<file path="src/rtl/ufrd_pkg.sv">
// ----------------------------------------------------------------------------
// ufrd_pkg
// Shared constants, types and codes of the uart frame receiver and dispatcher
// ----------------------------------------------------------------------------
package ufrd_pkg;

    localparam int FRAME_BYTES = 48;
    localparam int FRAME_AW    = $clog2(FRAME_BYTES);
    localparam int CNT_W       = $clog2(FRAME_BYTES + 1);

    localparam logic [7:0] START_BYTE  = 8'h2A;
    localparam logic [7:0] END_BYTE    = 8'h23;
    localparam logic [7:0] MIN_LEN     = 8'h02;

    localparam logic [7:0] CODE_REAL   = 8'h01;
    localparam logic [7:0] CODE_SOFT   = 8'h02;
    localparam logic [7:0] CODE_STAT_A = 8'h03;
    localparam logic [7:0] CODE_STAT_B = 8'h04;
    localparam logic [7:0] CODE_CMD_LO = 8'h10;
    localparam logic [7:0] CODE_CMD_HI = 8'h14;

    localparam logic [7:0] BODY_LONG   = 8'h04;
    localparam logic [7:0] BODY_SHORT  = 8'h03;

    localparam int REPLY_LONG_BYTES  = 7;
    localparam int REPLY_SHORT_BYTES = 6;
    localparam int REP_W             = $clog2(REPLY_LONG_BYTES);

    typedef enum logic [1:0] {
        CH_REAL  = 2'd0,
        CH_CMD   = 2'd1,
        CH_REPLY = 2'd2,
        CH_SOFT  = 2'd3
    } chan_t;

    typedef enum logic [3:0] {
        ST_IDLE,
        ST_RD_LO,
        ST_RD_HI,
        ST_RD_CODE,
        ST_RD_ARG,
        ST_DECIDE,
        ST_FWD_RD,
        ST_FWD_WR,
        ST_REPLY
    } disp_state_t;

    typedef struct packed {
        logic        done;
        logic [7:0]  len;
        logic [15:0] sum;
    } frame_info_t;

endpackage

</file>
<file path="src/rtl/ufrd_frame_ram.sv">
// ----------------------------------------------------------------------------
// ufrd_frame_ram
// Simple dual-port synchronous ram, one write and one registered read port
// ----------------------------------------------------------------------------
module ufrd_frame_ram #(
    parameter int DEPTH = 48,
    parameter int WIDTH = 8,
    localparam int AW   = $clog2(DEPTH)
) (
    input  logic             aclk,
    input  logic             wr_en,
    input  logic [AW-1:0]    wr_addr,
    input  logic [WIDTH-1:0] wr_data,
    input  logic             rd_en,
    input  logic [AW-1:0]    rd_addr,
    output logic [WIDTH-1:0] rd_data
);

    logic [WIDTH-1:0] mem_reg [DEPTH];
    logic [WIDTH-1:0] rd_data_reg;

    always_ff @(posedge aclk) begin
        if (wr_en) begin
            mem_reg[wr_addr] <= wr_data;
        end
        if (rd_en) begin
            rd_data_reg <= mem_reg[rd_addr];
        end
    end

    assign rd_data = rd_data_reg;

endmodule

</file>
<file path="src/rtl/ufrd_collector.sv">
// ----------------------------------------------------------------------------
// ufrd_collector
// Start byte hunt, length capture, byte count and running checksum; writes
// each frame byte into the frame ram and flags a frame with a good end byte
// ----------------------------------------------------------------------------
module ufrd_collector (
    input  logic                            aclk,
    input  logic                            aresetn,
    input  logic                            accept,
    input  logic [7:0]                      rx_byte,
    output logic                            wr_en,
    output logic [ufrd_pkg::FRAME_AW-1:0]   wr_addr,
    output logic [7:0]                      wr_data,
    output ufrd_pkg::frame_info_t           frame_o
);

    localparam int AW = ufrd_pkg::FRAME_AW;
    localparam int CW = ufrd_pkg::CNT_W;

    logic [AW-1:0] count_reg, count_next;
    logic [7:0]    len_reg, len_next;
    logic [15:0]   sum_reg, sum_next;

    logic [CW-1:0] n;
    logic [7:0]    len_eff;
    logic [8:0]    total;

    always_comb begin
        n          = CW'(count_reg) + CW'(1);
        len_eff    = (count_reg == AW'(1)) ? rx_byte : len_reg;
        total      = {1'b0, len_eff} + 9'd3;
        count_next = count_reg;
        len_next   = len_reg;
        sum_next   = sum_reg;
        wr_en      = 1'b0;
        wr_addr    = count_reg;
        wr_data    = rx_byte;
        frame_o    = '0;
        if (accept) begin
            if (count_reg == '0) begin
                if (rx_byte == ufrd_pkg::START_BYTE) begin
                    wr_en      = 1'b1;
                    count_next = AW'(1);
                    sum_next   = '0;
                end
            end else begin
                wr_en    = 1'b1;
                len_next = len_eff;
                if (9'(n) <= {1'b0, len_eff}) begin
                    sum_next = sum_reg + 16'(rx_byte);
                end
                if (9'(n) < total) begin
                    count_next = (n >= CW'(ufrd_pkg::FRAME_BYTES)) ? '0 : AW'(n);
                end else begin
                    count_next   = '0;
                    frame_o.done = (9'(n) == total) && (rx_byte == ufrd_pkg::END_BYTE)
                                   && (len_eff >= ufrd_pkg::MIN_LEN);
                end
            end
        end
        frame_o.len = len_eff;
        frame_o.sum = sum_next;
    end

    always_ff @(posedge aclk) begin
        if (!aresetn) begin
            count_reg <= '0;
            len_reg   <= '0;
            sum_reg   <= '0;
        end else begin
            count_reg <= count_next;
            len_reg   <= len_next;
            sum_reg   <= sum_next;
        end
    end

endmodule

</file>
<file path="src/rtl/ufrd_dispatch.sv">
// ----------------------------------------------------------------------------
// ufrd_dispatch
// Reads checksum, function code and argument of a finished frame back from
// the frame ram, then forwards the frame and/or builds the reply
// ----------------------------------------------------------------------------
module ufrd_dispatch (
    input  logic                            aclk,
    input  logic                            aresetn,
    input  ufrd_pkg::frame_info_t           frame_i,
    output logic                            in_ready,
    output logic                            rd_en,
    output logic [ufrd_pkg::FRAME_AW-1:0]   rd_addr,
    input  logic [7:0]                      rd_data,
    output logic                            m_tvalid,
    input  logic                            m_tready,
    output logic [7:0]                      m_tdata,
    output logic [1:0]                      m_tuser,
    output logic                            m_tlast
);

    localparam int AW = ufrd_pkg::FRAME_AW;
    localparam int RW = ufrd_pkg::REP_W;

    localparam logic [RW-1:0] POS_START = RW'(0);
    localparam logic [RW-1:0] POS_BODY  = RW'(1);
    localparam logic [RW-1:0] POS_CODE  = RW'(2);
    localparam logic [RW-1:0] POS_ARG   = RW'(3);
    localparam logic [RW-1:0] POS_LO    = RW'(4);
    localparam logic [RW-1:0] POS_HI    = RW'(5);
    localparam logic [RW-1:0] POS_END   = RW'(6);

    ufrd_pkg::disp_state_t state_reg, state_next;

    logic [7:0]      len_reg, len_next;
    logic [15:0]     sum_reg, sum_next;
    logic [7:0]      lo_reg, lo_next;
    logic [7:0]      hi_reg, hi_next;
    logic [7:0]      code_reg, code_next;
    logic [7:0]      arg_reg, arg_next;
    logic [AW-1:0]   idx_reg, idx_next;
    logic [RW-1:0]   rep_reg, rep_next;
    ufrd_pkg::chan_t chan_reg, chan_next;

    logic            out_valid_reg, out_valid_next;
    logic [7:0]      out_byte_reg, out_byte_next;
    ufrd_pkg::chan_t out_chan_reg, out_chan_next;
    logic            out_last_reg, out_last_next;

    logic            out_free;
    logic            sum_ok;
    logic            fwd_last;
    logic            is_long;
    logic [RW-1:0]   rep_last;
    logic [RW-1:0]   rep_pos;
    logic [8:0]      rep_sum;
    logic [7:0]      rep_byte;
    logic            code_fwd;
    logic            code_reply;
    ufrd_pkg::chan_t code_chan;

    assign out_free = !out_valid_reg || m_tready;
    assign sum_ok   = ({hi_reg, lo_reg} == sum_reg);
    assign fwd_last = (idx_reg == AW'(len_reg + 8'd2));
    assign is_long  = (code_reg == ufrd_pkg::CODE_REAL);
    assign rep_last = is_long ? RW'(ufrd_pkg::REPLY_LONG_BYTES - 1)
                              : RW'(ufrd_pkg::REPLY_SHORT_BYTES - 1);
    assign rep_pos  = (is_long || rep_reg < POS_ARG) ? rep_reg : rep_reg + RW'(1);
    assign rep_sum  = is_long ? 9'(ufrd_pkg::BODY_LONG) + 9'(code_reg) + 9'(arg_reg)
                              : 9'(ufrd_pkg::BODY_SHORT) + 9'(code_reg);

    // function code decode
    always_comb begin
        code_fwd   = 1'b0;
        code_reply = 1'b0;
        code_chan  = ufrd_pkg::CH_REAL;
        case (code_reg) inside
            ufrd_pkg::CODE_REAL: begin
                code_fwd  = 1'b1;
                code_chan = ufrd_pkg::CH_REAL;
            end
            ufrd_pkg::CODE_SOFT: begin
                code_fwd  = 1'b1;
                code_chan = ufrd_pkg::CH_SOFT;
            end
            ufrd_pkg::CODE_STAT_A, ufrd_pkg::CODE_STAT_B: begin
                code_reply = 1'b1;
            end
            [ufrd_pkg::CODE_CMD_LO:ufrd_pkg::CODE_CMD_HI]: begin
                code_fwd  = 1'b1;
                code_chan = ufrd_pkg::CH_CMD;
            end
            default: begin
                code_fwd = 1'b0;
            end
        endcase
    end

    // reply byte by position
    always_comb begin
        case (rep_pos)
            POS_START: rep_byte = ufrd_pkg::START_BYTE;
            POS_BODY:  rep_byte = is_long ? ufrd_pkg::BODY_LONG : ufrd_pkg::BODY_SHORT;
            POS_CODE:  rep_byte = code_reg;
            POS_ARG:   rep_byte = arg_reg;
            POS_LO:    rep_byte = rep_sum[7:0];
            POS_HI:    rep_byte = {7'b0, rep_sum[8]};
            POS_END:   rep_byte = ufrd_pkg::END_BYTE;
            default:   rep_byte = ufrd_pkg::END_BYTE;
        endcase
    end

    // next state
    always_comb begin
        state_next = state_reg;
        case (state_reg)
            ufrd_pkg::ST_IDLE: begin
                if (frame_i.done) begin
                    state_next = ufrd_pkg::ST_RD_LO;
                end
            end
            ufrd_pkg::ST_RD_LO:   state_next = ufrd_pkg::ST_RD_HI;
            ufrd_pkg::ST_RD_HI:   state_next = ufrd_pkg::ST_RD_CODE;
            ufrd_pkg::ST_RD_CODE: state_next = ufrd_pkg::ST_RD_ARG;
            ufrd_pkg::ST_RD_ARG:  state_next = ufrd_pkg::ST_DECIDE;
            ufrd_pkg::ST_DECIDE: begin
                if (!sum_ok) begin
                    state_next = ufrd_pkg::ST_IDLE;
                end else if (code_fwd) begin
                    state_next = ufrd_pkg::ST_FWD_RD;
                end else if (code_reply) begin
                    state_next = ufrd_pkg::ST_REPLY;
                end else begin
                    state_next = ufrd_pkg::ST_IDLE;
                end
            end
            ufrd_pkg::ST_FWD_RD: state_next = ufrd_pkg::ST_FWD_WR;
            ufrd_pkg::ST_FWD_WR: begin
                if (out_free) begin
                    if (!fwd_last) begin
                        state_next = ufrd_pkg::ST_FWD_RD;
                    end else if (is_long) begin
                        state_next = ufrd_pkg::ST_REPLY;
                    end else begin
                        state_next = ufrd_pkg::ST_IDLE;
                    end
                end
            end
            ufrd_pkg::ST_REPLY: begin
                if (out_free && rep_reg == rep_last) begin
                    state_next = ufrd_pkg::ST_IDLE;
                end
            end
            default: state_next = ufrd_pkg::ST_IDLE;
        endcase
    end

    // ram reads, datapath and output register
    always_comb begin
        in_ready       = 1'b0;
        rd_en          = 1'b0;
        rd_addr        = idx_reg;
        len_next       = len_reg;
        sum_next       = sum_reg;
        lo_next        = lo_reg;
        hi_next        = hi_reg;
        code_next      = code_reg;
        arg_next       = arg_reg;
        idx_next       = idx_reg;
        rep_next       = rep_reg;
        chan_next      = chan_reg;
        out_valid_next = out_valid_reg && !m_tready;
        out_byte_next  = out_byte_reg;
        out_chan_next  = out_chan_reg;
        out_last_next  = out_last_reg;
        case (state_reg)
            ufrd_pkg::ST_IDLE: begin
                in_ready = 1'b1;
                len_next = frame_i.len;
                sum_next = frame_i.sum;
            end
            ufrd_pkg::ST_RD_LO: begin
                rd_en   = 1'b1;
                rd_addr = AW'(len_reg);
            end
            ufrd_pkg::ST_RD_HI: begin
                rd_en   = 1'b1;
                rd_addr = AW'(len_reg + 8'd1);
                lo_next = rd_data;
            end
            ufrd_pkg::ST_RD_CODE: begin
                rd_en   = 1'b1;
                rd_addr = AW'(POS_CODE);
                hi_next = rd_data;
            end
            ufrd_pkg::ST_RD_ARG: begin
                rd_en     = 1'b1;
                rd_addr   = AW'(POS_ARG);
                code_next = rd_data;
            end
            ufrd_pkg::ST_DECIDE: begin
                arg_next  = rd_data;
                idx_next  = '0;
                rep_next  = '0;
                chan_next = code_chan;
            end
            ufrd_pkg::ST_FWD_RD: begin
                rd_en   = 1'b1;
                rd_addr = idx_reg;
            end
            ufrd_pkg::ST_FWD_WR: begin
                if (out_free) begin
                    out_valid_next = 1'b1;
                    out_byte_next  = rd_data;
                    out_chan_next  = chan_reg;
                    out_last_next  = fwd_last;
                    idx_next       = idx_reg + AW'(1);
                end
            end
            ufrd_pkg::ST_REPLY: begin
                if (out_free) begin
                    out_valid_next = 1'b1;
                    out_byte_next  = rep_byte;
                    out_chan_next  = ufrd_pkg::CH_REPLY;
                    out_last_next  = (rep_reg == rep_last);
                    rep_next       = rep_reg + RW'(1);
                end
            end
            default: begin
                in_ready = 1'b0;
            end
        endcase
    end

    always_ff @(posedge aclk) begin
        if (!aresetn) begin
            state_reg     <= ufrd_pkg::ST_IDLE;
            out_valid_reg <= 1'b0;
        end else begin
            state_reg     <= state_next;
            out_valid_reg <= out_valid_next;
        end
    end

    always_ff @(posedge aclk) begin
        len_reg      <= len_next;
        sum_reg      <= sum_next;
        lo_reg       <= lo_next;
        hi_reg       <= hi_next;
        code_reg     <= code_next;
        arg_reg      <= arg_next;
        idx_reg      <= idx_next;
        rep_reg      <= rep_next;
        chan_reg     <= chan_next;
        out_byte_reg <= out_byte_next;
        out_chan_reg <= out_chan_next;
        out_last_reg <= out_last_next;
    end

    assign m_tvalid = out_valid_reg;
    assign m_tdata  = out_byte_reg;
    assign m_tuser  = out_chan_reg;
    assign m_tlast  = out_last_reg;

    a_done_when_idle: assert property (@(posedge aclk) disable iff (!aresetn)
        frame_i.done |-> state_reg == ufrd_pkg::ST_IDLE)
        else $error("frame finished while dispatch busy");

    a_fwd_after_read: assert property (@(posedge aclk) disable iff (!aresetn)
        (state_reg == ufrd_pkg::ST_FWD_WR) |->
        ($past(state_reg) == ufrd_pkg::ST_FWD_RD || $past(state_reg) == ufrd_pkg::ST_FWD_WR))
        else $error("forward load without ram read");

    a_fwd_in_range: assert property (@(posedge aclk) disable iff (!aresetn)
        (state_reg == ufrd_pkg::ST_FWD_RD) |-> (32'(idx_reg) < ufrd_pkg::FRAME_BYTES))
        else $error("forward index beyond frame store");

    a_reply_ends: assert property (@(posedge aclk) disable iff (!aresetn)
        (state_reg == ufrd_pkg::ST_REPLY && out_free && rep_reg == rep_last) |=>
        (out_valid_reg && out_last_reg && out_byte_reg == ufrd_pkg::END_BYTE))
        else $error("reply does not close with end byte");

endmodule

</file>
<file path="src/rtl/uart_frame_receiver_dispatch.sv">
// ----------------------------------------------------------------------------
// uart_frame_receiver_dispatch
// Start/length/checksum/end deframer for received uart bytes with dispatch of
// good frames by function code to the real-data, command-response, uart
// reply and software-reply channels
// ----------------------------------------------------------------------------
// While collecting, one received byte is taken each cycle and written into a
// 48-byte frame ram. Once a frame closes with a good end byte the input is
// held off: states RD_LO to RD_ARG read checksum, function code and argument
// back from the ram, DECIDE checks and routes, a forwarded frame takes a ram
// read and an output load per byte and a reply an output load per byte, both
// waiting while the output side stalls. Frames dropped for a bad end byte, a
// short length or an overrun never hold the input off; a frame with a bad
// checksum or an unknown code still holds it off through the read and check
// states. The frame ram needs no clearing pass after reset.
module uart_frame_receiver_dispatch (
    input  logic       aclk,
    input  logic       aresetn,
    input  logic       s_tvalid,
    output logic       s_tready,
    input  logic [7:0] s_tdata,   // rx_byte
    output logic       m_tvalid,
    input  logic       m_tready,
    output logic [7:0] m_tdata,   // out_byte
    output logic [1:0] m_tuser,   // channel
    output logic       m_tlast
);

    logic                          accept;
    logic                          wr_en;
    logic [ufrd_pkg::FRAME_AW-1:0] wr_addr;
    logic [7:0]                    wr_data;
    logic                          rd_en;
    logic [ufrd_pkg::FRAME_AW-1:0] rd_addr;
    logic [7:0]                    rd_data;
    ufrd_pkg::frame_info_t         frame;

    assign accept = s_tvalid && s_tready;

    ufrd_collector u_collector (
        .aclk    (aclk),
        .aresetn (aresetn),
        .accept  (accept),
        .rx_byte (s_tdata),
        .wr_en   (wr_en),
        .wr_addr (wr_addr),
        .wr_data (wr_data),
        .frame_o (frame)
    );

    ufrd_frame_ram #(
        .DEPTH (ufrd_pkg::FRAME_BYTES),
        .WIDTH (8)
    ) u_frame_ram (
        .aclk    (aclk),
        .wr_en   (wr_en),
        .wr_addr (wr_addr),
        .wr_data (wr_data),
        .rd_en   (rd_en),
        .rd_addr (rd_addr),
        .rd_data (rd_data)
    );

    ufrd_dispatch u_dispatch (
        .aclk     (aclk),
        .aresetn  (aresetn),
        .frame_i  (frame),
        .in_ready (s_tready),
        .rd_en    (rd_en),
        .rd_addr  (rd_addr),
        .rd_data  (rd_data),
        .m_tvalid (m_tvalid),
        .m_tready (m_tready),
        .m_tdata  (m_tdata),
        .m_tuser  (m_tuser),
        .m_tlast  (m_tlast)
    );

endmodule
</file>
<file path="config.mk">
export PLATFORM = sky130hd
export DESIGN_NAME = uart_frame_receiver_dispatch
export DESIGN_NICKNAME = d
export VERILOG_FILES = /design/src/rtl/ufrd_pkg.sv /design/src/rtl/ufrd_frame_ram.sv /design/src/rtl/ufrd_collector.sv /design/src/rtl/ufrd_dispatch.sv /design/src/rtl/uart_frame_receiver_dispatch.sv
export SDC_FILE = /design/constraint.sdc
export NUM_CORES = 1
export LEC_CHECK = 0
export ABC_AREA = 1
export BUFFER_PORTS_ARGS = -buffer_cell sky130_fd_sc_hd__buf_4
export CAP_MARGIN = 20
export CORE_MARGIN = 2
export CORE_UTILIZATION = 55
export CTS_BUF_LIST = sky130_fd_sc_hd__clkbuf_4 sky130_fd_sc_hd__clkbuf_8
export CTS_CLUSTER_SIZE = 28
export DETAILED_ROUTE_END_ITERATION = 12
export PLACE_DENSITY = 0.81
export SETUP_SLACK_MARGIN = 0.1
export SLEW_MARGIN = 20
export SYNTH_ARGS = -nofsm -noshare
export SYNTH_HDL_FRONTEND = slang
export SYNTH_SLANG_ARGS = --single-unit
</file>
<file path="constraint.sdc">
create_clock -name aclk -period 8.4 [get_ports aclk]
set_input_delay 0.84 -clock aclk [delete_from_list [all_inputs] [get_ports aclk]]
set_output_delay 0.84 -clock aclk [all_outputs]
set_load 0.005 [all_outputs]
</file>
# [Yosys cells after proc, flatten, opt, wreduce, memory -nomap -nowiden]
# Memory sizes are Yosys's and may differ from the RTL's. A register that Yosys moved wholly into a read port is not among the register bits.
# Cells that the tools add are included.
[classes] n_addsub=10 order_cmp=7 eq_ne=29 n_mux=59 bitwise=1 n_reduce_logical=25
[ops] cell="$mux W16" count=4
[ops] cell="$pmux W8 S6" count=1
[ops] cell="$pmux W4 S9" count=1
[ops] cell="$mux W4" count=8
[ops] cell="$mux W6" count=5
[ops] cell="$mux W8" count=3
[ops] cell="$pmux W6 S4" count=1
[ops] cell="$mux W1" count=22
[ops] cell="$add A6 B1 Y6 const B" count=3
[ops] cell="$add A16 B8 Y16" count=1
[ops] cell="$eq A16 B16 Y1" count=1
[ops] cell="$eq A4 B3 Y1 const B" count=4
[ops] cell="$eq A8 B2 Y1 const B" count=2
[ops] cell="$eq A8 B6 Y1 const B" count=2
[ops] cell="$pmux W8 S2" count=1
[ops] cell="$pmux W6 S2" count=1
[ops] cell="$mux W2" count=5
[ops] cell="$add A2 B8 Y9 const A" count=1
[ops] cell="$add A3 B8 Y9 const A" count=1
[ops] cell="$add A8 B2 Y9 const B" count=1
[ops] cell="$add A9 B8 Y9" count=1
[ops] cell="$eq A6 B9 Y1" count=1
[ops] cell="$lt A6 B9 Y1" count=1
[ops] cell="$mux W3" count=3
[ops] cell="37 further kinds" count=57
[totals] register_bits=111 ram_bits=384 inputBits=12 out_inout_bits=13 wordCells=149 mem_count=1
[memory_table] memory="u_frame_ram.mem_reg" words=48 word_bits=8 rd=1 rd_ports_with_merged_regs=1 wr=1 line="ufrd_frame_ram.sv:19" rtl="logic [WIDTH-1:0] mem_reg [DEPTH];"

# [Logic depth before layout (Yosys ltp)]
[depth] word_depth=11 ltp_mapped=24 depth_no_buf=22

# [Modules after synthesis]
# Synthesis repeated with hierarchy kept, for this count alone.
[hier_totals] cells_unflattened=2257 area_unflattened_um2=23253.6
[modules_own_cells] module="ufrd_frame_ram" n_inst=1 cells_per_inst=1331 area_per_inst_um2=15932.8 seq_area_each_um2=11771.3
[modules_own_cells] module="ufrd_dispatch" n_inst=1 cells_per_inst=531 area_per_inst_um2=4740.8 seq_area_each_um2=2382.3
[modules_own_cells] module="ufrd_collector" n_inst=1 cells_per_inst=393 area_per_inst_um2=2572.5 seq_area_each_um2=600.6
[modules_own_cells] module="uart_frame_receiver_dispatch" n_inst=1 cells_per_inst=2 area_per_inst_um2=7.5 seq_area_each_um2=0.0

# [Least setup slack after synthesis]
# Ideal clock, no wire load.
[synth_path] path_type="flip-flop to flip-flop" start="register u_dispatch.state_reg[0]" end="memory u_frame_ram.mem_reg[10][0], enable pin" setup_ns=0.370 arrival_ns=2.713 required_time_ns=8.030 path_slack_ns=5.317 path_stages_with_launch=10 path_buffers=0 period_less_slack_ns=3.083 cell_sequence="dfxtp_1 nor2_1 inv_1 nor2_2 nand2_2 clkinv_1 nand2_1 nor2_1 nand3_1 nor2_1"
[synth_via] elab_chain_cells=6
[synth_rtl] element="start: declaration" line="ufrd_dispatch.sv:32" rtl="ufrd_pkg::disp_state_t state_reg, state_next;"
[synth_rtl] element="start signal: assignment" line="ufrd_dispatch.sv:236" rtl="state_reg <= ufrd_pkg::ST_IDLE;"
[synth_rtl] element="start signal: assignment" line="ufrd_dispatch.sv:239" rtl="state_reg <= state_next;"
[synth_rtl] element="$logic_not A4 Y1" line="ufrd_dispatch.sv:175" rtl="case (state_reg)"
[synth_rtl] element="$mux W1" line="ufrd_dispatch.sv:175"
[synth_rtl] element="via s_tready" line="uart_frame_receiver_dispatch.sv:20" rtl="output logic s_tready,"
[synth_rtl] element="$logic_and A1 B1 Y1" line="uart_frame_receiver_dispatch.sv:38" rtl="assign accept = s_tvalid && s_tready;"
[synth_rtl] element="$mux W1" line="ufrd_collector.sv:39" rtl="if (accept) begin"
[synth_rtl] element="$mux W1" line="ufrd_frame_ram.sv:23" rtl="if (wr_en) begin"
[synth_rtl] element="$mux W1 (not written as such)" line="ufrd_frame_ram.sv:24" rtl="mem_reg[wr_addr] <= wr_data;"
[synth_rtl] element="end: declaration" line="ufrd_frame_ram.sv:19"
# The timed path passes the listed nets, and every way through them passes these cells.

# [Worst setup path in the final report]
[layout_path] start="register u_dispatch.state_reg[1]" end="register u_frame_ram.rd_data_reg[6], in the netlist u_frame_ram.rd_data[6], read port of u_frame_ram.mem_reg (data pin)"
[layout_via] elab_chain_cells=3 elab_cells_between_ends=8 classes_between="eq/ne: 5; mux: 2; reduce/logical: 1"
[layout_rtl] element="$eq A4 B3 Y1, or another cell as far along" line="ufrd_dispatch.sv:175"
[layout_rtl] element="$reduce_or A5 Y1 (no line)"
[layout_rtl] element="$mux W1" line="ufrd_dispatch.sv:175"
[layout_rtl] element="end: declaration" line="ufrd_frame_ram.sv:20" rtl="logic [WIDTH-1:0] rd_data_reg;"
# Parallel ways exist; a longest one is shown, timed or not.
# A chain may end at the register's enable or synchronous reset.

==> flow_metrics.py <==
metrics = {
    "run_status": {
        "status": "complete, no violations",
    },
    "yosys": {
        "synth_top_area_share_pct": 59.2,
        "synthArstFlopShare_pct": 0,
        "syn_inst": 2285,
        "yosysSeqAreaShare_pct": 62.1,
        "synth_warnings": 0,
        "synth_flop_cell": "edfxtp_1",
        "synth_nets": 2344,
        "synth_cell_type_count": 49,
        "synth_most_common_cell": "edfxtp_1",
        "syn_area_per_cell_um2": 10.4,
        "synth_edf_count": 468,
        "syn_area_mm2": 0.0238,
        "synth_common_cells": "edfxtp_1, nand2_1, nand3_1",
        "yosysTopAreaCell": "edfxtp_1",
        "synth-seq-cells": 503,
        "synth_area_leaders": "edfxtp_1, nand2_1, nand3_1",
    },
    "grt": {
        "antenna_found_initial": 0,
        "grt_pass1_wl_um": 91700,
        "grt_max_degree": 142,
        "gr-total-overflow": 0,
        "grt_pass1_vias": 17100,
        "grtUsageTotal_pct": 26.7,
    },
    "hold_path": {
        "hold_path_class": "flip-flop to flip-flop",
        "hold_path.startpoint": "u_collector.len_reg[7]$_SDFFE_PN0P_",
        "hold_path_depth": 2,
    },
    "timing": {
        "final_hold_viol_count": 0,
        "maxSlewViolCount": 0,
        "timing.slew.headroom_pct": 28.7,
        "rsz0062_at_grt": "false",
        "min_period_ns": 4.26,
        "max_freq_ghz": 0.235,
        "finalClockSkew_ns": 0.0278,
        "setup_ws_ns": 4.14,
        "tns_ns": 0,
        "fin_crit_sh_pct": 50.7,
        "setup_viol": 0,
        "tightest_slew_ns": 1.07,
    },
    "clock_tree": {
        "htreeDepth": 3,
        "clock_sinks": 503,
        "clockBufferDepth": 3,
        "clock_latency_ns": 0.67,
        "holdBufCountCts": 0,
        "numCtsBuffers": 81,
        "cts_resized": 0,
        "cts.clk_slew.worst_paths_ns": 0.06,
        "clock-root-buffer": "clkbuf_8",
        "cts_tree": "done",
        "postCtsSetupRepairBufs": 0,
    },
    "critical_path": {
        "reg2reg_depth": 16,
        "critPathRequiredTime_ns": 8.80,
        "rr_startpoint": "u_dispatch.state_reg[1]$_SDFFE_PN0P_",
        "cpMostUsedCell": "nand2_1",
        "crit_type": "flip-flop to flip-flop",
        "max_stage_delay_ns": 0.79,
        "worstPathMaxFanout": 141,
        "cp.arrival_ns": 4.66,
        "critPathLaunchType": "flip-flop",
        "crit_chain": "inv_1 -> nor2_1 -> nand2_2 -> nand2_2 -> nor2_8 -> inv_4 -> nand2_4 -> nand2_8 -> buf_4 -> a21oi_1 -> o21ai_1 -> o211ai_1 -> nand3_1 -> nand2_1 -> nand2_1 -> nand2_1",
        "critPathSlowestCell": "buf_4",
        "end_kind": "flip-flop",
        "worstSetupStartpoint": "u_dispatch.state_reg[1]$_SDFFE_PN0P_",
    },
    "power": {
        "p_comb_share_pct": 44.2,
        "peakVddDrop_mv": 0.359,
        "powerDensity_mw_per_mm2": 362,
        "pwr-share-clk_pct": 23.0,
        "p_switching_w": 0.00409,
        "p_seq_share_pct": 32.9,
        "p_sw_share_pct": 43.6,
        "leakage_nw": 10.0,
        "internal_power_w": 0.00528,
    },
    "placement": {
        "io_buffers": 24,
        "gp_congestion": 0.967,
        "dpl.hpwl_um": 36700,
        "placedInstanceArea_mm2": 0.0242,
        "place_ws_ns": 4.10,
        "dp.cells": 2801,
    },
    "final_layout": {
        "n_fill_cell": 3397,
        "area_growth_pct": 9.02,
        "stdcell_area_mm2": 0.0259,
        "nNetsFinal": 2358,
        "largest_reg_flops": 384,
        "stdcell_count": 2947,
        "seqCellArea_mm2": 0.0148,
        "num_antenna_cells": 0,
        "multi_input_area_mm2": 0.00756,
        "drive_gt1_share_pct": 9.53,
    },
    "routing": {
        "drtPass1Iterations": 6,
        "topRoutingLayerUsed": "met4",
        "wl_per_cell_um": 19.9,
        "met1_length_um": 22600,
        "vias": 17200,
        "ant_nets": 0,
        "drt-vias-per-instance": 5.85,
        "drt-initial-drc-count": 1842,
        "wl_met2_um": 27900,
        "wl_met3_um": 5200,
        "wl_um": 58600,
        "route.detailed.drc": 0,
    },
    "die": {
        "io_pins": 25,
        "die_w_um": 212,
        "die_y_um": 212,
        "initial_utilization_pct": 55.4,
        "core_mm2": 0.0429,
        "rows": 76,
        "die_area_mm2": 0.0449,
    },
    "flow_run": {
        "cap_violations": 0,
    },
}
-- logic make-up after synthesis --
kind of cell,share of synthesized area [%]
flops,62.1
simple gates,20.3
fa+ha+maj,2.54
xor+xnor,1.59
compound gates,7.29
buf+inv,6.18
-- per-layer routing --
layer	vias up	track usage [%]
li1	7980	-
met1	8164	32.9
met2	901	45.0
met3	203	5.46
met4	0	13.2
met5	-	0
-- cell usage in the layout (no fill, tap or decap), drive strengths merged, types with 2 or more instances in the layout --
master	count
a21o	3
fa	2
nand3	318
bufinv	3
nor3	17
o221ai	3
clkbuf	108
ha	45
nor4	3
nand4	17
xor2	29
nand2	448
o211ai	46
nor2	143
or2	7
inv	244
nand3b	78
o21ai	121
clkinv	31
dfxtp	35
a211oi	3
a21oi	126
buf	39
edfxtp	468
xnor2	14
o21bai	2
nor3b	2
a31oi	2
-- worst max-delay path: cells and delay by family, from the launching register on --
kind	cells	cell delay (ns)
buf+inv	3	0.98
compound gates	3	0.43
flops	1	0.38
simple gates	10	2.02
-- power by group through the flow --
stage | sequential [W] | clock, W | combinational (W)
after floorplan | 0.00306 | 0 | 0.00312
after global placement | 0.00312 | 0 | 0.00394
after detailed placement | 0.00313 | 0 | 0.00403
after CTS | 0.00308 | 0.00218 | 0.00405
after global routing | 0.00309 | 0.00229 | 0.00453
final | 0.00308 | 0.00215 | 0.00414
-- per-stage QoR --
step                power (W)  util [%]  hold slack, ns
floorplan             0.00618         -           0.440
global route          0.00990      60.4           0.492
global placement      0.00706      56.5           0.452
finish                0.00937      60.4           0.478
detailed placement    0.00716      56.5           0.467
CTS                   0.00930      60.4           0.478
-- layout make-up --
cell class | instances | area share, %
Clock buffer | 108 | 5.28
Clock inverter | 38 | 1.11
Timing Repair Buffer | 39 | 1.13
Tap cell | 585 | 2.83
Multi-Input combinational cell | 1433 | 29.2
Inverter | 241 | 3.50
Sequential cell | 503 | 57.0
-- worst paths after layout --
check	slack, ns	to
worst min register to register	0.48	u_collector.len_reg[7]$_SDFFE_PN0P_
worst min-delay path	0.48	u_collector.len_reg[7]$_SDFFE_PN0P_
worst max register to register	4.14	u_frame_ram.rd_data[6]$_DFFE_PP_
worst max-delay path	4.14	u_frame_ram.rd_data[6]$_DFFE_PP_
Power figures use the tool's default switching activity.
